$ cat config.mk
export PLATFORM = sky130hd
export DESIGN_NAME = fvu_div_stage
export DESIGN_NICKNAME = d
export VERILOG_FILES = /design/src/hw/rtl/friction_velocity_update_assert.svh /design/src/hw/rtl/fvu_pkg.sv /design/src/hw/rtl/fvu_div_stage.sv
export SDC_FILE = /design/constraint.sdc
export NUM_CORES = 1
export LEC_CHECK = 0
export ABC_AREA = 1
export BUFFER_PORTS_ARGS = -buffer_cell sky130_fd_sc_hd__buf_2
export CAP_MARGIN = 10
export CELL_PAD_IN_SITES_DETAIL_PLACEMENT = 0
export CELL_PAD_IN_SITES_GLOBAL_PLACEMENT = 1
export CORE_AREA = 2 2 329 331
export CTS_CLUSTER_SIZE = 14
export DETAILED_ROUTE_END_ITERATION = 12
export DIE_AREA = 0 0 331 333
export HOLD_SLACK_MARGIN = 0.02
export PLACE_DENSITY = 0.64
export REMOVE_ABC_BUFFERS = 1
export SYNTH_ARGS = -nofsm -noshare
export SYNTH_HDL_FRONTEND = slang
export SYNTH_SLANG_ARGS = --single-unit
$ cat constraint.sdc
create_clock -name clk -period 29.6 [get_ports clk]
set_clock_uncertainty 0.1 [all_clocks]
set_input_delay 5.92 -clock clk [delete_from_list [all_inputs] [get_ports clk]]
set_output_delay 5.92 -clock clk [all_outputs]
set_load 0.01 [all_outputs]
$ cat src/hw/rtl/friction_velocity_update_assert.svh
// Assertion macros for the friction velocity update block
`ifndef FRICTION_VELOCITY_UPDATE_ASSERT_SVH
`define FRICTION_VELOCITY_UPDATE_ASSERT_SVH
`ifndef ASSERT_OFF
// Clocked on clk, quiet while rst_n is low
`define FVU_ASSERT(lbl, prop, msg) \
  lbl: assert property (@(posedge clk) disable iff (!rst_n) prop) else $error(msg);
// Clocked on clk, checked during reset too
`define FVU_ASSERT_RST(lbl, prop, msg) \
  lbl: assert property (@(posedge clk) prop) else $error(msg);
`else
`define FVU_ASSERT(lbl, prop, msg)
`define FVU_ASSERT_RST(lbl, prop, msg)
`endif
`endif

$ cat src/hw/rtl/fvu_pkg.sv
// Types, constants and helpers shared by the friction velocity update block
package fvu_pkg;

  localparam int FRAC_BITS = 16;
  localparam int TS_W      = 17;
  localparam int GRAV_W    = 24;
  localparam int CFG_W     = 24;

  localparam logic CFG_TIME_STEP = 1'b0;
  localparam logic CFG_GRAVITY   = 1'b1;

  localparam logic [TS_W-1:0]   TS_RESET   = 17'd655;
  localparam logic [GRAV_W-1:0] GRAV_RESET = 24'd642908;

  // dry friction force and its change over one step
  localparam int GM_W  = GRAV_W + 32 - FRAC_BITS;
  localparam int GM_LO = GM_W / 2;
  localparam int GM_HI = GM_W - GM_LO;
  localparam int FP_W  = GM_W + TS_W;
  localparam int FPS_W = (FP_W > 64) ? 64 : FP_W;
  localparam int FDT_W = FPS_W - FRAC_BITS;

  // viscous term
  localparam int Q_W   = 64 - FRAC_BITS;
  localparam int Q_LO  = Q_W / 2;
  localparam int Q_HI  = Q_W - Q_LO;
  localparam int VIS_W = 41;
  localparam logic [63:0] VISC_CAP = 64'd1 << 40;

  // stage map
  localparam int SQ_STAGES  = 16;
  localparam int DIV_STAGES = 8;
  localparam int SQ_BASE    = 4;
  localparam int SCALE_STG  = SQ_BASE + SQ_STAGES;
  localparam int DIV_BASE   = SCALE_STG + 1;
  localparam int FIN_STG    = DIV_BASE + DIV_STAGES;
  localparam int NSTG       = FIN_STG + 1;

  typedef struct packed {
    logic signed [31:0] vel_x;
    logic signed [31:0] vel_y;
    logic signed [31:0] spin;
    logic [31:0]        dry_coeff;
    logic [31:0]        visc_coeff;
    logic [31:0]        visc_spin_coeff;
  } in_t;

  typedef struct packed {
    logic signed [31:0] new_vel_x;
    logic signed [31:0] new_vel_y;
    logic signed [31:0] new_spin;
    logic               linear_stopped;
    logic               spin_stopped;
  } out_t;

  typedef struct packed {
    logic [31:0]       ax;
    logic [31:0]       ay;
    logic [31:0]       asp;
    logic              neg_x;
    logic              neg_y;
    logic              neg_s;
    logic [FDT_W-1:0]  fdt;
    logic [VIS_W-1:0]  vis_x;
    logic [VIS_W-1:0]  vis_y;
    logic [VIS_W-1:0]  vis_s;
  } mid_t;

  typedef struct packed {
    mid_t        mid;
    logic [31:0] mag;
    logic        lin_stop;
    logic        spin_stop;
  } dside_t;

  function automatic logic [63:0] sat64(input logic [127:0] x);
    return (|x[127:64]) ? {64{1'b1}} : x[63:0];
  endfunction

endpackage

$ cat src/hw/rtl/fvu_div_stage.sv
// Four restoring division steps for the x and y lanes
module fvu_div_stage (
  input  logic            clk,
  input  logic            en,
  input  logic [31:0]     remx_in,
  input  logic [31:0]     wx_in,
  input  logic [31:0]     remy_in,
  input  logic [31:0]     wy_in,
  input  fvu_pkg::dside_t ds_in,
  output logic [31:0]     remx_out,
  output logic [31:0]     wx_out,
  output logic [31:0]     remy_out,
  output logic [31:0]     wy_out,
  output fvu_pkg::dside_t ds_out
);

  // dividend bits shift out of w at the top while quotient bits enter at the bottom
  function automatic logic [63:0] dstep4(input logic [31:0] rem, input logic [31:0] w,
                                         input logic [31:0] d);
    logic [32:0] t;
    logic [31:0] rm, wm;
    rm = rem;
    wm = w;
    for (int i = 0; i < 4; i++) begin
      t  = {rm, wm[31]};
      wm = {wm[30:0], 1'b0};
      if (t >= {1'b0, d}) begin
        rm    = 32'(t - {1'b0, d});
        wm[0] = 1'b1;
      end else begin
        rm = t[31:0];
      end
    end
    return {rm, wm};
  endfunction

  logic [63:0]     sx, sy;
  logic [31:0]     remx_r, wx_r, remy_r, wy_r;
  fvu_pkg::dside_t ds_r;

  always_comb begin
    sx = dstep4(remx_in, wx_in, ds_in.mag);
    sy = dstep4(remy_in, wy_in, ds_in.mag);
  end

  always_ff @(posedge clk) begin
    if (en) begin
      remx_r <= sx[63:32];
      wx_r   <= sx[31:0];
      remy_r <= sy[63:32];
      wy_r   <= sy[31:0];
      ds_r   <= ds_in;
    end
  end

  assign remx_out = remx_r;
  assign wx_out   = wx_r;
  assign remy_out = remy_r;
  assign wy_out   = wy_r;
  assign ds_out   = ds_r;

endmodule

Word-level counts from Yosys, hierarchy flattened

Cells that the tools add are included.

Register bits: 425
Input bits: 427
Output and inout bits: 425
Logic and storage cells: 49

Add/sub/neg operators: 8
Order comparisons: 8
Mux-type cells: 16

Operators with widths:

| kind                           | number |
|---|---|
| >= comparator 33 x 32 -> 1 bit | 8 |
| two-way mux 32 bit             | 8 |
| subtractor 32 bit              | 8 |
| two-way mux 1 bit              | 8 |

Logic depth before layout (Yosys ltp)

Word-level depth: 8
Mapped depth: 65
Depth with buffers taken out: 62

Worst setup path before layout

No wires, ideal clock.

Kind: input-to-reg
From: input port ds_in[22] (netlist name)
To: register remx_r[14] (netlist: remx_out[14]) (data pin)
Data arrival time: 13143 ps
Required time: 29248 ps
Slack: 16105 ps
Stages: 58
Cell sequence: inv_1 ha_1 nand2_1 inv_1 nand2_1 nand2_1 nand2_1 nand2_1 a21oi_1 nand4_2 buf_4 buf_2 o21ai_0 inv_1 ha_1 inv_1 o21bai_1 a21oi_1 [... 22 more ...] nand2_1 o21ai_0 ha_1 nand3_1 nand2_1 nand2_1 nand2_1 a21oi_1 o21ai_1 nand3_1 nand2_1 nand4_1 nand2_1 a21oi_1 nand3_2 buf_2 nand2_1 nand2_1

Longest elaborated chain between the ends: 8
Elaborated cells on any way between the ends: 12
Classes of those cells: add/sub (4); order compare (4); mux (4)

Ends and longest elaborated chain:

| what                                                                       | RTL line                                 | text |
|---|---|---|
| start: declaration                                                         | fvu_div_stage.sv:9                       | `input fvu_pkg::dside_t ds_in,` |
| subtractor 32 bit / >= comparator 33 x 32 -> 1 bit (equally long branches) | fvu_div_stage.sv:28, fvu_div_stage.sv:27 |  |
| two-way mux 32 bit                                                         | fvu_div_stage.sv:27                      | `if (t >= {1'b0, d}) begin` |
| subtractor 32 bit / >= comparator 33 x 32 -> 1 bit (equally long branches) | fvu_div_stage.sv:28, fvu_div_stage.sv:27 |  |
| two-way mux 32 bit                                                         | fvu_div_stage.sv:27                      |  |
| >= comparator 33 x 32 -> 1 bit / subtractor 32 bit (equally long branches) | fvu_div_stage.sv:27, fvu_div_stage.sv:28 |  |
| two-way mux 32 bit                                                         | fvu_div_stage.sv:27                      |  |
| subtractor 32 bit / >= comparator 33 x 32 -> 1 bit (equally long branches) | fvu_div_stage.sv:28, fvu_div_stage.sv:27 |  |
| two-way mux 32 bit *                                                       | fvu_div_stage.sv:27                      |  |
| named net sx[46]                                                           | fvu_div_stage.sv:37                      | `logic [63:0] sx, sy;` |
| end signal: assignment                                                     | fvu_div_stage.sv:48                      | `remx_r <= sx[63:32];` |
| end: declaration                                                           | fvu_div_stage.sv:38                      | `logic [31:0] remx_r, wx_r, remy_r, wy_r;` |

The timed path passes the listed nets; every way through them passes the cells marked *.
A chain may end at the register's enable or synchronous reset.

Worst setup path in the final report

From: input port ds_in[14] (netlist name)
To: register remy_r[7] (netlist: remy_out[7]) (data pin)

Longest elaborated chain between the ends: 8
Elaborated cells on any way between the ends: 12
Classes of those cells: add/sub (4); order compare (4); mux (4)

Ends and longest elaborated chain:

| what                                                                       | RTL line                                 | text |
|---|---|---|
| subtractor 32 bit / >= comparator 33 x 32 -> 1 bit (equally long branches) | fvu_div_stage.sv:28, fvu_div_stage.sv:27 |  |
| two-way mux 32 bit                                                         | fvu_div_stage.sv:27                      |  |
| subtractor 32 bit / >= comparator 33 x 32 -> 1 bit (equally long branches) | fvu_div_stage.sv:28, fvu_div_stage.sv:27 |  |
| two-way mux 32 bit                                                         | fvu_div_stage.sv:27                      |  |
| >= comparator 33 x 32 -> 1 bit / subtractor 32 bit (equally long branches) | fvu_div_stage.sv:27, fvu_div_stage.sv:28 |  |
| two-way mux 32 bit                                                         | fvu_div_stage.sv:27                      |  |
| subtractor 32 bit / >= comparator 33 x 32 -> 1 bit (equally long branches) | fvu_div_stage.sv:28, fvu_div_stage.sv:27 |  |
| two-way mux 32 bit *                                                       | fvu_div_stage.sv:27                      |  |
| named net sy[39]                                                           | fvu_div_stage.sv:37                      |  |
| end signal: assignment                                                     | fvu_div_stage.sv:50                      | `remy_r <= sy[63:32];` |
| end: declaration                                                           | fvu_div_stage.sv:38                      |  |

Marked as above.

==> Flow_metrics.wiki <==
{| class="wikitable"
! Metric !! Value
|-
| Max-cap check violation count || 0
|-
| Initial standard-cell utilization of the core || 29.3%
|-
| Fraction of the yosys area taken by sequential cells || 40.8%
|-
| Setup slack at placement || 11.96 ns
|-
| Hold wc startpoint || wy_in[10]
|-
| Non-filler instance count after layout || 6267
|-
| Via count of the first global-routing pass || 30500
|-
| Slowest-stage cell, CP || nand3_2
|-
| Number of warnings reported in the yosys synthesis log || 0
|-
| Unrepaired setup endpoints after global routing || false
|-
| Number of flops mapped to enable cells by yosys || 425
|-
| Count of endpoints failing setup in the final report || 0
|-
| Power density over the cells || 112 mW/mm2
|-
| Post-detail-place hpwl || 134 mm
|-
| Combinational fraction of design power || 64.9%
|-
| Via count of the routed design || 31800
|-
| CTS tree || done
|-
| Internal power || 2120 uW
|-
| Clock edge transition at the registers on the reported setup and hold paths || 0.06 ns
|-
| Sw frac || 51.5%
|-
| CTS root buf || clkbuf_16
|-
| Die width || 331 um
|-
| Async S/R FF share, synth || 0%
|-
| DRC viols || 0
|-
| Clock network fraction of total power || 14.7%
|-
| Kind of capture point of the worst setup path || flop
|-
| Drt first pass iters || 6
|-
| Type of the worst min-delay path || in2reg
|-
| Number of distinct standard cells referenced by the synthesized netlist || 49
|-
| Hold Vio Cnt, Final || 0
|-
| Quantity of I/O buffers inserted on ports || 851
|-
| Post-CTS Setup Repair Bufs || 0
|-
| Placeable core region || 0.107 mm2
|-
| Kind of critical path || in2reg
|-
| Detailed Route Iter0 Violations || 2701
|-
| Fraction of layout instances using a drive strength above 1 || 21.2%
|-
| Final critical-path required period || 17.12 ns
|-
| Worst EP arrival || 17.39 ns
|-
| Global-route usage over all layers || 28.3%
|-
| Vias per cell || 5.07
|-
| Required time of the critical path || 29.87 ns
|-
| Slowest stage delay, CP || 0.71 ns
|-
| Psw || 2250 uW
|-
| Final setup slack of the worst path || 12.48 ns
|-
| Slew at the pin closest to its max-slew limit || 1.08 ns
|-
| Maximum clock rate || 0.0584 GHz
|-
| Setup_tns || 0 ns
|-
| Number of register bits inferred by synthesis || 425
|-
| CP startpoint kind || input pin
|-
| Routed length per placed instance || 26.0 um
|-
| Cell area after synthesis || 0.0313 mm2
|-
| ANT nets after route || 0
|-
| Resized cells post-CTS || 0
|-
| Total Die Area || 0.110 mm2
|-
| Deepest level of the CTS H-tree || 2
|-
| Inserted Clock Buffers || 52
|-
| Cell repeated most along the worst path || nand2_1
|-
| Overall power consumption || 4370 uW
|-
| Number of placed I/O pins || 852
|-
| Antenna violations before repair || 46
|-
| Maximum fanout along the worst path || 39
|-
| Standard-cell rows || 120
|-
| GRT Residual Overflow || 0
|-
| Run status || complete, no violations
|-
| Min-Delay Endpoint || wy_out[14]$_DFFE_PP_
|-
| Sum of routed wire length over all layers || 163 mm
|-
| Most common flop cell mapped by yosys || edfxtp_1
|-
| Number of cells on the worst hold path || 1
|-
| Slew Limit Headroom || 27.9%
|-
| Global placement routability congestion || 0.977
|-
| Wire length of the first global-routing pass || 223 mm
|-
| Die span in y || 333 um
|-
| Maximum number of pins on one net before global-route repair || 112
|-
| Maximum VDD drop || 0.0948 mV
|-
| Area grow syn2layout || 24.8%
|-
| Number of instances in the synthesized netlist || 3918
|-
| Count of pins over their slew limit || 0
|-
| Average size of a mapped cell || 7.98 um2
|-
| NumNets Final || 5503
|-
| Leakage || 0.0188 uW
|-
| Fraction of the cycle the final worst path needs || 57.9%
|-
| Inst Count DP || 6161
|-
| Number of sinks on the clock net || 425
|-
| Hold_buf cts || 0
|-
| Final Hold Slack || 5.34 ns
|-
| Flop pwr share || 20.3%
|-
| Clock Tree Buf Depth || 3
|}
layout by cell type, fill, tap and decap left out, types with 82 or more instances in the layout:
| cell | count |
|---|---|
| a21oi_1 | 274 |
| buf_2 | 850 |
| edfxtp_1 | 425 |
| ha_1 | 256 |
| inv_1 | 409 |
| nand2_1 | 1223 |
| nand3_1 | 271 |
| nor2_1 | 284 |
| o21ai_0 | 175 |
| xnor2_1 | 82 |
| xor2_1 | 119 |
cell usage after synthesis (3+ instances only):
| cell type | number | area, um2 |
|---|---|---|
| o21a_1 | 9 | 67.6 |
| o21ai_0 | 175 | 876 |
| nand2_2 | 4 | 25.0 |
| inv_1 | 409 | 1540 |
| nand3_2 | 6 | 60.1 |
| and2_1 | 3 | 18.8 |
| or2_2 | 14 | 87.6 |
| fa_1 | 8 | 160 |
| a21oi_1 | 275 | 1380 |
| buf_2 | 33 | 165 |
| edfxtp_1 | 425 | 12800 |
| o21bai_1 | 25 | 188 |
| a221oi_1 | 10 | 87.6 |
| a211oi_1 | 8 | 60.1 |
| nor2_4 | 4 | 45.0 |
| xor2_1 | 119 | 1040 |
| nor4_1 | 18 | 113 |
| and3_1 | 5 | 31.3 |
| nor3_1 | 45 | 225 |
| nand3_1 | 271 | 1360 |
| a21boi_0 | 13 | 97.6 |
| nor2_1 | 284 | 1070 |
| clkbuf_1 | 5 | 18.8 |
| nor3_2 | 3 | 30.0 |
| nand4_1 | 41 | 257 |
| nand3b_1 | 17 | 128 |
| a31oi_1 | 19 | 119 |
| xnor2_1 | 82 | 718 |
| nor2_2 | 6 | 37.5 |
| a21o_1 | 23 | 173 |
| o21ai_1 | 26 | 130 |
| nand2_1 | 1223 | 4590 |
| ha_1 | 256 | 3200 |
| o211ai_1 | 9 | 67.6 |
| buf_4 | 18 | 135 |
| inv_2 | 7 | 26.3 |
worst max-delay path by stage:
stage / depth (start not counted) / from / endpoint / slack, ns
2_1_floorplan: 51 / ds_in[26] / remy_out[29]$_DFFE_PP_ / 13.13
3_3_place_gp: 54 / ds_in[14] / remy_out[8]$_DFFE_PP_ / 11.95
3_5_place_dp: 54 / ds_in[14] / remy_out[8]$_DFFE_PP_ / 11.96
4_1_cts: 54 / ds_in[14] / remy_out[7]$_DFFE_PP_ / 12.63
5_1_grt: 54 / ds_in[14] / remy_out[8]$_DFFE_PP_ / 11.70
6_report: 52 / ds_in[14] / remy_out[7]$_DFFE_PP_ / 12.48
kinds of logic (layout without fill, tap and decap cells):
family / after synthesis / in the layout / synth area share (%)
other cells: 0 / 11 / 0
fa+ha+maj: 264 / 264 / 10.8
compound gates: 604 / 604 / 10.7
simple gates: 1947 / 1947 / 25.9
flops: 425 / 425 / 40.8
buf+inv: 477 / 1412 / 6.13
xor+xnor: 201 / 201 / 5.63
through the flow:
step | utilization [%] | instance area, um2
after floorplan | - | 30900
after global placement | 35.0 | 37300
after detailed placement | 35.0 | 37300
after CTS | 36.6 | 39000
after global routing | 36.6 | 39000
final | 36.6 | 39000
power by group through the flow:
stage / registers [uW] / logic [uW] / clock network (uW)
after CTS: 890 / 2820 / 659
after detailed placement: 900 / 2790 / 0
after global placement: 902 / 2820 / 0
final: 889 / 2840 / 643
after global routing: 896 / 3130 / 679
after floorplan: 931 / 1820 / 0
state kept, by name, indices dropped and copies added, names as in the netlist:
name,count
wx_out,32
ds_out,297
remx_out,32
remy_out,32
wy_out,32
final cells by class:
| class | count | area (um2) |
|---|---|---|
| Antenna cell | 11 | 27.5 |
| Clock buffer | 58 | 1320 |
| Clock inverter | 37 | 359 |
| Fill cell | 11400 | 67600 |
| Inverter | 417 | 1570 |
| Multi-Input combinational cell | 3016 | 16600 |
| Sequential cell | 425 | 12800 |
| Tap cell | 1403 | 1760 |
| Timing Repair Buffer | 900 | 4640 |
layer usage:
metal | part of all wire [%] | GRT usage [%]
met1 | 42 | 36.5
met4 | 3.6 | 9.35
met2 | 47 | 47.4
met3 | 7.5 | 5.28
met5 | 0.11 | 0
worst max-delay path: cells and delay by family:
family                     cells  cell delay (ns)
and+or+nand+nor               30             5.35
AOI/OAI and AO/OA             10             2.79
buffers and inverters          8             1.79
adders and majority gates      4             1.45
Power figures use the tool's default switching activity.
