===== config.mk =====
export PLATFORM = sky130hd
export DESIGN_NAME = fvu_sqrt_stage
export DESIGN_NICKNAME = d
export VERILOG_FILES = /design/src/hw/rtl/friction_velocity_update_assert.svh /design/src/hw/rtl/fvu_pkg.sv /design/src/hw/rtl/fvu_sqrt_stage.sv
export SDC_FILE = /design/constraint.sdc
export NUM_CORES = 1
export LEC_CHECK = 0
export BUFFER_PORTS_ARGS = -buffer_cell sky130_fd_sc_hd__buf_2
export CORE_MARGIN = 1.5
export CORE_UTILIZATION = 25
export DETAILED_ROUTE_END_ITERATION = 6
export GPL_ROUTABILITY_DRIVEN = 0
export HOLD_SLACK_MARGIN = 0.05
export PLACE_DENSITY = 0.47
export SYNTH_ARGS = -nofsm -noshare
export SYNTH_HDL_FRONTEND = slang
export SYNTH_SLANG_ARGS = --single-unit

===== constraint.sdc =====
create_clock -name clk -period 15.26 [get_ports clk]
set_input_delay 0.763 -clock clk [delete_from_list [all_inputs] [get_ports clk]]
set_output_delay 0.763 -clock clk [all_outputs]
set_load 0.03 [all_outputs]

===== src/hw/rtl/friction_velocity_update_assert.svh =====
// Assertion macros for the friction velocity update block
`ifndef FRICTION_VELOCITY_UPDATE_ASSERT_SVH
`define FRICTION_VELOCITY_UPDATE_ASSERT_SVH
`ifndef ASSERT_OFF
// Clocked on clk, quiet while rst_n is low
`define FVU_ASSERT(lbl, prop, msg) \
  lbl: assert property (@(posedge clk) disable iff (!rst_n) prop) else $error(msg);
// Clocked on clk, checked during reset too
`define FVU_ASSERT_RST(lbl, prop, msg) \
  lbl: assert property (@(posedge clk) prop) else $error(msg);
`else
`define FVU_ASSERT(lbl, prop, msg)
`define FVU_ASSERT_RST(lbl, prop, msg)
`endif
`endif


===== src/hw/rtl/fvu_pkg.sv =====
// Types, constants and helpers shared by the friction velocity update block
package fvu_pkg;

  localparam int FRAC_BITS = 16;
  localparam int TS_W      = 17;
  localparam int GRAV_W    = 24;
  localparam int CFG_W     = 24;

  localparam logic CFG_TIME_STEP = 1'b0;
  localparam logic CFG_GRAVITY   = 1'b1;

  localparam logic [TS_W-1:0]   TS_RESET   = 17'd655;
  localparam logic [GRAV_W-1:0] GRAV_RESET = 24'd642908;

  // dry friction force and its change over one step
  localparam int GM_W  = GRAV_W + 32 - FRAC_BITS;
  localparam int GM_LO = GM_W / 2;
  localparam int GM_HI = GM_W - GM_LO;
  localparam int FP_W  = GM_W + TS_W;
  localparam int FPS_W = (FP_W > 64) ? 64 : FP_W;
  localparam int FDT_W = FPS_W - FRAC_BITS;

  // viscous term
  localparam int Q_W   = 64 - FRAC_BITS;
  localparam int Q_LO  = Q_W / 2;
  localparam int Q_HI  = Q_W - Q_LO;
  localparam int VIS_W = 41;
  localparam logic [63:0] VISC_CAP = 64'd1 << 40;

  // stage map
  localparam int SQ_STAGES  = 16;
  localparam int DIV_STAGES = 8;
  localparam int SQ_BASE    = 4;
  localparam int SCALE_STG  = SQ_BASE + SQ_STAGES;
  localparam int DIV_BASE   = SCALE_STG + 1;
  localparam int FIN_STG    = DIV_BASE + DIV_STAGES;
  localparam int NSTG       = FIN_STG + 1;

  typedef struct packed {
    logic signed [31:0] vel_x;
    logic signed [31:0] vel_y;
    logic signed [31:0] spin;
    logic [31:0]        dry_coeff;
    logic [31:0]        visc_coeff;
    logic [31:0]        visc_spin_coeff;
  } in_t;

  typedef struct packed {
    logic signed [31:0] new_vel_x;
    logic signed [31:0] new_vel_y;
    logic signed [31:0] new_spin;
    logic               linear_stopped;
    logic               spin_stopped;
  } out_t;

  typedef struct packed {
    logic [31:0]       ax;
    logic [31:0]       ay;
    logic [31:0]       asp;
    logic              neg_x;
    logic              neg_y;
    logic              neg_s;
    logic [FDT_W-1:0]  fdt;
    logic [VIS_W-1:0]  vis_x;
    logic [VIS_W-1:0]  vis_y;
    logic [VIS_W-1:0]  vis_s;
  } mid_t;

  typedef struct packed {
    mid_t        mid;
    logic [31:0] mag;
    logic        lin_stop;
    logic        spin_stop;
  } dside_t;

  function automatic logic [63:0] sat64(input logic [127:0] x);
    return (|x[127:64]) ? {64{1'b1}} : x[63:0];
  endfunction

endpackage


===== src/hw/rtl/fvu_sqrt_stage.sv =====
// Two iterations of the bit-pair integer square root
module fvu_sqrt_stage (
  input  logic          clk,
  input  logic          en,
  input  logic [5:0]    first_bit,
  input  logic [63:0]   n_in,
  input  logic [63:0]   r_in,
  input  fvu_pkg::mid_t mid_in,
  output logic [63:0]   n_out,
  output logic [63:0]   r_out,
  output fvu_pkg::mid_t mid_out
);

  logic [63:0]   n_r, r_r;
  fvu_pkg::mid_t mid_r;
  logic [63:0]   b0, b1, t0, t1, n1, r1, n2, r2;

  always_comb begin
    b0 = 64'd1 << first_bit;
    b1 = b0 >> 2;
    t0 = r_in + b0;
    if (n_in >= t0) begin
      n1 = n_in - t0;
      r1 = (r_in >> 1) + b0;
    end else begin
      n1 = n_in;
      r1 = r_in >> 1;
    end
    t1 = r1 + b1;
    if (n1 >= t1) begin
      n2 = n1 - t1;
      r2 = (r1 >> 1) + b1;
    end else begin
      n2 = n1;
      r2 = r1 >> 1;
    end
  end

  always_ff @(posedge clk) begin
    if (en) begin
      n_r   <= n2;
      r_r   <= r2;
      mid_r <= mid_in;
    end
  end

  assign n_out   = n_r;
  assign r_out   = r_r;
  assign mid_out = mid_r;

endmodule


* Word level (Yosys, flattened, before mapping)
Index checks and enable logic that the tools add are counted.
Storage, ports and cells: flip-flop bits (word level) 391, input bits 399, output and inout bits 391, word-level logic and storage cells 26
Cells by class: $add $sub $neg 6, $lt $le $gt $ge 2, shifts and indexed selects 1, muxes and demuxes 4
Operators with widths (number):
- 64-bit two-way mux | 3
- 64-bit greater-or-equal comparator | 2
- 64-bit subtractor | 2
- 63-bit by 62-bit adder with 64-bit output | 1
- 63-bit by 64-bit adder with 64-bit output | 1
- 64-bit by 62-bit adder with 64-bit output | 1
- 64-bit adder | 1
- 1-bit by 6-bit << shifter with 64-bit output, first input constant | 1
- 63-bit two-way mux | 1

* Longest topological paths before layout
Gate-level depths: netlist of the first run.
depth in word-level cells 7, depth in mapped cells 69, depth with buffers taken out 60

* Worst setup path before layout of the first run
Ideal clock, no wire load.
path kind input-to-reg, start point input first_bit[4], end point register n_r[13], in the netlist n_out[13], data pin, library setup time 0.260 ns, arrival 13.891 ns, data required time 15.000 ns, path slack 1.109 ns, stages 66, cells stage by stage buf_2 -> or2_2 -> clkbuf_1 -> clkbuf_1 -> nor2_1 -> ha_1 -> a21o_1 -> a21o_1 -> a21o_1 -> maj3_1 -> a21oi_1 -> o211ai_1 -> a41o_1 -> a31o_2 -> a21oi_1 -> o21ai_1 -> a211o_1 -> a21o_1 -> (+30 left out) -> xor2_1 -> ha_1 -> a21o_1 -> a21o_1 -> a21o_1 -> a21o_1 -> a21o_1 -> a21o_1 -> a21oi_1 -> nor2b_1 -> o31ai_1 -> a21oi_1 -> nor3b_1 -> o41a_1 -> buf_2 -> clkbuf_1 -> buf_2 -> mux2_2
Between the ends: word-level cells in the longest chain between the ends 7, elaborated cells between the ends (all ways) 11, classes of those cells 5 x add/sub; 2 x order compare; 1 x shift; 3 x mux
Ends and longest elaborated chain:
- start: declaration | RTL line fvu_sqrt_stage.sv:5 | input logic [5:0] first_bit,
- 1-bit by 6-bit << shifter with 64-bit output * | RTL line fvu_sqrt_stage.sv:19 | b0 = 64'd1 << first_bit;
- 64-bit adder | RTL line fvu_sqrt_stage.sv:21 | t0 = r_in + b0;
- 64-bit greater-or-equal comparator | RTL line fvu_sqrt_stage.sv:22 | if (n_in >= t0) begin
- 64-bit two-way mux | RTL line fvu_sqrt_stage.sv:22
- 64-bit by 62-bit adder with 64-bit output | RTL line fvu_sqrt_stage.sv:29 | t1 = r1 + b1;
- 64-bit subtractor or 64-bit greater-or-equal comparator (tied branches) | RTL line fvu_sqrt_stage.sv:31, fvu_sqrt_stage.sv:30
- 64-bit two-way mux * | RTL line fvu_sqrt_stage.sv:30 | if (n1 >= t1) begin
- named net n2[13] | RTL line fvu_sqrt_stage.sv:16 | logic [63:0] b0, b1, t0, t1, n1, r1, n2, r2;
- end signal: assignment | RTL line fvu_sqrt_stage.sv:41 | n_r <= n2;
- end: declaration | RTL line fvu_sqrt_stage.sv:14 | logic [63:0] n_r, r_r;
Mark *: on every way through the listed nets, which the timed path passes. The rest lies on a longest branch. A chain may end at the register's enable or synchronous reset.

* Final worst setup path of the first run
start point input first_bit[3], end point register n_r[21], in the netlist n_out[21], data pin
Same word-level chain as after synthesis.

==> results_dict.tcl, run 1 <==
set metrics [dict create \
    syn_area_mm2 0.0364 \
    cp.buffers_inverters 10 \
    cp-startpoint "first_bit[3]" \
    cts_inserted_buffers 46 \
    clk_transition_reported_paths_ps 60 \
    ys_top_cells_by_area "edfxtp_1 32%, ha_1 12%, a21oi_1 5.6%" \
    synth.distinct_cells 129 \
    tns_ps 0 \
    dp_cells 6886 \
    crit_path_start_kind "primary input" \
    ant_nets 0 \
    cts.sinks 391 \
    cts_root_buf "clkbuf_16" \
    final_area_mm2 0.0453 \
    max_cap_violations 0 \
    syn_inst 4124 \
    fp.dieW_um 385 \
    endpoint "n_out[21]$_DFFE_PP_" \
    rsz0062_at_grt "no" \
    drt_iter0_drc 2793 \
    dp_hpwl_mm 138 \
    final_hold_viol_count 0 \
    io_buffer_count 789 \
    worst_slew_pin_slew_ps 956 \
    async_flop_share_pct 0 \
    crit_path_max_incr_delay_ps 470 \
    cpMaxStageDelayCell "ha_1" \
    die_h_um 385 \
    instances_no_fill 6981 \
    path_max_fanout 65 \
    areaGrowthSynthToFinish_pct 24.4 \
    cellLeakagePower_nw 20.5 \
    postPlaceCellArea_mm2 0.0439 \
    power_frac_comb_pct 49.4 \
    synth_area_per_cell_um2 8.83 \
    critPathRequiredTime_ps 15640 \
    grt_overflow 0 \
    grt_pass1_wl_mm 229 \
    synth_seq_cells 391 \
    cts.path.max_buffers 3 \
    swShare_pct 42.8 \
    io_pins 790 \
    vdd_drop_max_mv 0.0745 \
    path_delay_family "compound AO/OA/AOI/OAI gates" \
    setup_viol 0 \
    path_class "in -> reg" \
    dr.pass1.iters 6 \
    place_ws_ps 164 \
    ys_warn_count 0 \
    final_common_cell "buf_2" \
    power_frac_seq_pct 29.7 \
    crit_arrival_ps 14740 \
    cts_tree "yes" \
    yosysTopAreaCell "edfxtp_1" \
    intPower_mw 2.94 \
    synth_top_area_share_pct 32.2 \
    ys_seq_area_share_pct 32.2 \
    grt_max_degree 81 \
    fin_ws_ps 898 \
    start_util_pct 25.3 \
    core_area_mm2 0.144 \
    fp.dieArea_mm2 0.148 \
    fin_crit_ps 14360 \
    max_slew_margin_pct 36.3 \
    grt_pass1_vias 33600 \
    cp-end-kind "flop" \
    final.fill_count 15300 \
    antenna_found_initial 54 \
    viasPerCell 5.07 \
    clock_power_share_pct 20.8 \
    ff_latch_area_mm2 0.0117 \
    slew_violations 0 \
    cts_hold_buffers 0 \
    drc 0 \
    ys.flop_type "edfxtp_1" \
    track_usage_pct 21.0 \
    rows 139 \
    status "completed" \
    synth_edf_count 391 \
    multi_input_area_mm2 0.0237 \
    p_per_area_mw_per_mm2 114 \
    routed_wirelength_mm 163 \
    post_cts_buffers 0 \
    vias 35400 \
    layout_common_cells "788 x buf_2, 463 x nand2_1, 408 x a21oi_1" \
    nNetsFinal 5792 \
    p_sw_mw 2.21 \
    fin_crit_sh_pct 94.1 \
    path_depth 63 \
    layout-drive-gt1-share_pct 24.1 \
    clock.fmax_ghz 0.0696 \
    cts_max_level 2 \
    hold_class "in -> reg" \
    synth_fp_nets 4885 \
    wl_per_cell_um 23.3 \
]
==> power groups by stage <==
stage	clock, mW	combinational (mW)	sequential, mW
final	1.07	2.55	1.53
after global routing	1.15	2.76	1.55
after CTS	1.13	2.55	1.55
after detailed placement	0	2.53	1.56
after global placement	0	2.54	1.57
after floorplan	0	1.28	1.88
==> how the worst min path moves through the flow <==
stage	start	endpoint	slack, ps	cells after the start
final	mid_in[182]	mid_out[182]$_DFFE_PP_	290	1
after global routing	mid_in[182]	mid_out[182]$_DFFE_PP_	240	1
after CTS	mid_in[182]	mid_out[182]$_DFFE_PP_	210	1
after detailed placement	mid_in[53]	mid_out[53]$_DFFE_PP_	940	1
after global placement	mid_in[107]	mid_out[107]$_DFFE_PP_	940	1
after floorplan	mid_in[0]	mid_out[0]$_DFFE_PP_	860	0
==> registers in the layout, summed over array words and instances, names as in the netlist <==
| name | cells |
|---|---|
| mid_out | 263 |
| n_out | 64 |
| r_out | 64 |
==> synth_stat cells (18+ instances only) <==
cell type  number
a31oi_1        44
a21o_1        240
and3_1         40
and2_1         29
o21bai_1       58
a211oi_1       28
nand3_1       111
xor2_1        126
nand2b_1       65
nor2_1        268
nor3_1         54
ha_1          359
nor4_1         18
clkbuf_1      118
mux2_2         28
buf_2          20
o31ai_1        31
nor2b_1        56
xnor2_1       230
edfxtp_1      391
inv_1         102
a21oi_1       408
o21ai_1        32
o21a_1         37
o211ai_1       24
o21ai_0       326
nand2_1       463
nand4_1        69
or3_1          18
==> cells by family after synthesis <==
logic type	share of synthesized area (%)
muxes	1.26
AOI/OAI and AO/OA	25.2
buffers and inverters	2.86
DFF	32.2
xor gates and xnor gates	8.60
and+or+nand+nor	17.1
adders and majority gates	12.7
==> area by class of cell <==
| cell class | count | area share, % |
|---|---|---|
| diodes | 14 | 0.0773 |
| clock buffers | 56 | 2.62 |
| clock inverters | 25 | 0.472 |
| inverters | 107 | 0.889 |
| multi-input cells | 3470 | 52.2 |
| flip-flops and latches | 391 | 25.9 |
| well taps | 1903 | 5.25 |
| repair buffers | 1015 | 12.6 |
==> metal layers <==
layer | up-vias | share of wire, % | track usage (%)
li1 | 17300 | - | -
met1 | 16700 | 41 | 25.0
met2 | 1129 | 48 | 36.7
met3 | 275 | 5.8 | 3.67
met4 | 58 | 4.9 | 9.11
met5 | - | 0.21 | 0
==> repair_timing <==
item                                    CTS  global route
endpoints found under the hold margin     0             0
endpoints found under the setup margin    0            44
gates resized for setup                   0             2
==> through the flow <==
stage	utilization [%]	power, mW	hold WS, ps
after floorplan	-	3.16	862
after global placement	30.4	4.11	940
after detailed placement	30.4	4.10	941
after CTS	31.4	5.22	210
after global routing	31.4	5.46	245
final	31.4	5.15	287
Note: power is estimated with default switching activity, not from simulation.
==> run 2: changes to the inputs <==
==> constraint.sdc (replaced) <==
create_clock -name clk -period 15.26 [get_ports clk]
set_input_delay 1.526 -clock clk [delete_from_list [all_inputs] [get_ports clk]]
set_output_delay 1.526 -clock clk [all_outputs]
set_load 0.03 [all_outputs]
==> results_dict.tcl, run 2 (same netlist as run 1, synthesis figures left out) <==
set metrics [dict create \
    fin_crit_sh_pct 95.8 \
    die_h_um 385 \
    final_common_cell "buf_2" \
    core_area_mm2 0.144 \
    drt_iter0_drc 2536 \
    status "completed" \
    final_area_mm2 0.0454 \
    nNetsFinal 5761 \
    crit_path_max_incr_delay_ps 530 \
    setup_viol 0 \
    io_pins 790 \
    instances_no_fill 6956 \
    cts.sinks 391 \
    wl_met2_mm 80.5 \
    largest_reg_flops 263 \
    cts_tree "yes" \
    cts.path.max_buffers 3 \
    fp.dieW_um 385 \
    rsz0062_at_grt "no" \
    track_usage_pct 21.0 \
    vias 35300 \
    intPower_mw 3.08 \
    rows 139 \
    clock_power_share_pct 23.5 \
    cellLeakagePower_nw 20.4 \
    areaGrowthSynthToFinish_pct 24.6 \
    critPathRequiredTime_ps 15640 \
    cp-end-kind "flop" \
    vdd_drop_max_mv 0.0755 \
    wl_per_cell_um 23.6 \
    cp.buffers_inverters 7 \
    viasPerCell 5.07 \
    grt_pass1_wl_mm 228 \
    clk_transition_reported_paths_ps 50 \
    ant_nets 0 \
    dp_cells 6853 \
    fin_crit_ps 14610 \
    power_frac_seq_pct 29.0 \
    worst_slew_pin_slew_ps 1040 \
    ff_latch_area_mm2 0.0117 \
    post-route-util_pct 31.5 \
    highest-signal-layer "met5" \
    path_max_fanout 23 \
    path_class "in -> reg" \
    swShare_pct 41.9 \
    p_per_area_mw_per_mm2 117 \
    layout_common_cells "788 x buf_2, 463 x nand2_1, 408 x a21oi_1" \
    crit_arrival_ps 14990 \
    max_slew_margin_pct 30.5 \
    wl_met1_mm 66.7 \
    start_util_pct 25.3 \
    crit_path_start_kind "primary input" \
    cts_inserted_buffers 48 \
    fp.dieArea_mm2 0.148 \
    cts_max_level 2 \
    antenna_found_initial 51 \
    final.fill_count 15300 \
    io_buffer_count 789 \
    power_frac_comb_pct 47.5 \
    multi_input_area_mm2 0.0237 \
    path_delay_family "compound AO/OA/AOI/OAI gates" \
    fin_ws_ps 646 \
    place_ws_ps 163 \
    final_hold_viol_count 0 \
    drc 0 \
    clock.fmax_ghz 0.0684 \
    dp_hpwl_mm 138 \
    layout-drive-gt1-share_pct 23.8 \
    routed_wirelength_mm 164 \
    cts_hold_buffers 0 \
    grt_max_degree 154 \
    slew_violations 0 \
    cpMaxStageDelayCell "o41a_1" \
    cp_common_cell "a21o_1" \
    wl_met3_mm 9.75 \
    tns_ps 0 \
    p_sw_mw 2.22 \
    postPlaceCellArea_mm2 0.0436 \
    hold_class "in -> reg" \
    max_cap_violations 0 \
    dr.pass1.iters 5 \
    grt_pass1_vias 33400 \
    cts_root_buf "clkbuf_16" \
    grt_overflow 0 \
]
## run 2: cell count changes in the layout (fill, tap and decap cells not counted), moves of 3 or more
cell	previous run	this run
clkbuf_1	10	6
clkbuf_16	46	49
buf_4	222	188
bufinv_16	2	9
clkinv_1	7	4
diode_2	14	18
## run 2: through the flow
step	hold WS, ps	total power [mW]
floorplan	1620	3.16
global placement	1700	4.08
detailed placement	1700	4.07
CTS	985	5.36
global route	1030	5.60
finish	1070	5.29
## run 2: power by group through the flow
stage               logic, mW  clock network [mW]  registers (mW)
floorplan                1.28                   0            1.88
global placement         2.51                   0            1.57
detailed placement       2.51                   0            1.56
CTS                      2.52                1.29            1.55
global route             2.73                1.32            1.55
finish                   2.52                1.25            1.53
## run 2: final timing paths
check | start | to | slack [ps] | cells after the start
worst max-delay path | first_bit[5] | r_out[37]$_DFFE_PP_ | 650 | 63
worst min-delay path | mid_in[241] | mid_out[241]$_DFFE_PP_ | 1070 | 1
## run 2: repair_timing
action	4_1_cts	5_1_grt
gates resized for setup	0	4
endpoints found under the setup margin	0	102
hold endpoints to repair	0	0
buffers inserted	0	0
## run 2: routing by layer
| metal | track usage, % | up-vias |
|---|---|---|
| met5 | 0 | - |
| met4 | 8.73 | 52 |
| met3 | 3.69 | 269 |
| met2 | 36.9 | 1228 |
| met1 | 24.9 | 16500 |
| li1 | - | 17200 |
## run 2: area by class of cell
class	count	area share [%]
well taps	1903	5.25
multi-input cells	3470	52.2
inverters	107	0.888
flip-flops and latches	391	25.9
clock buffers	55	2.75
repair buffers	982	12.0
diodes	18	0.0993
clock inverters	30	0.940
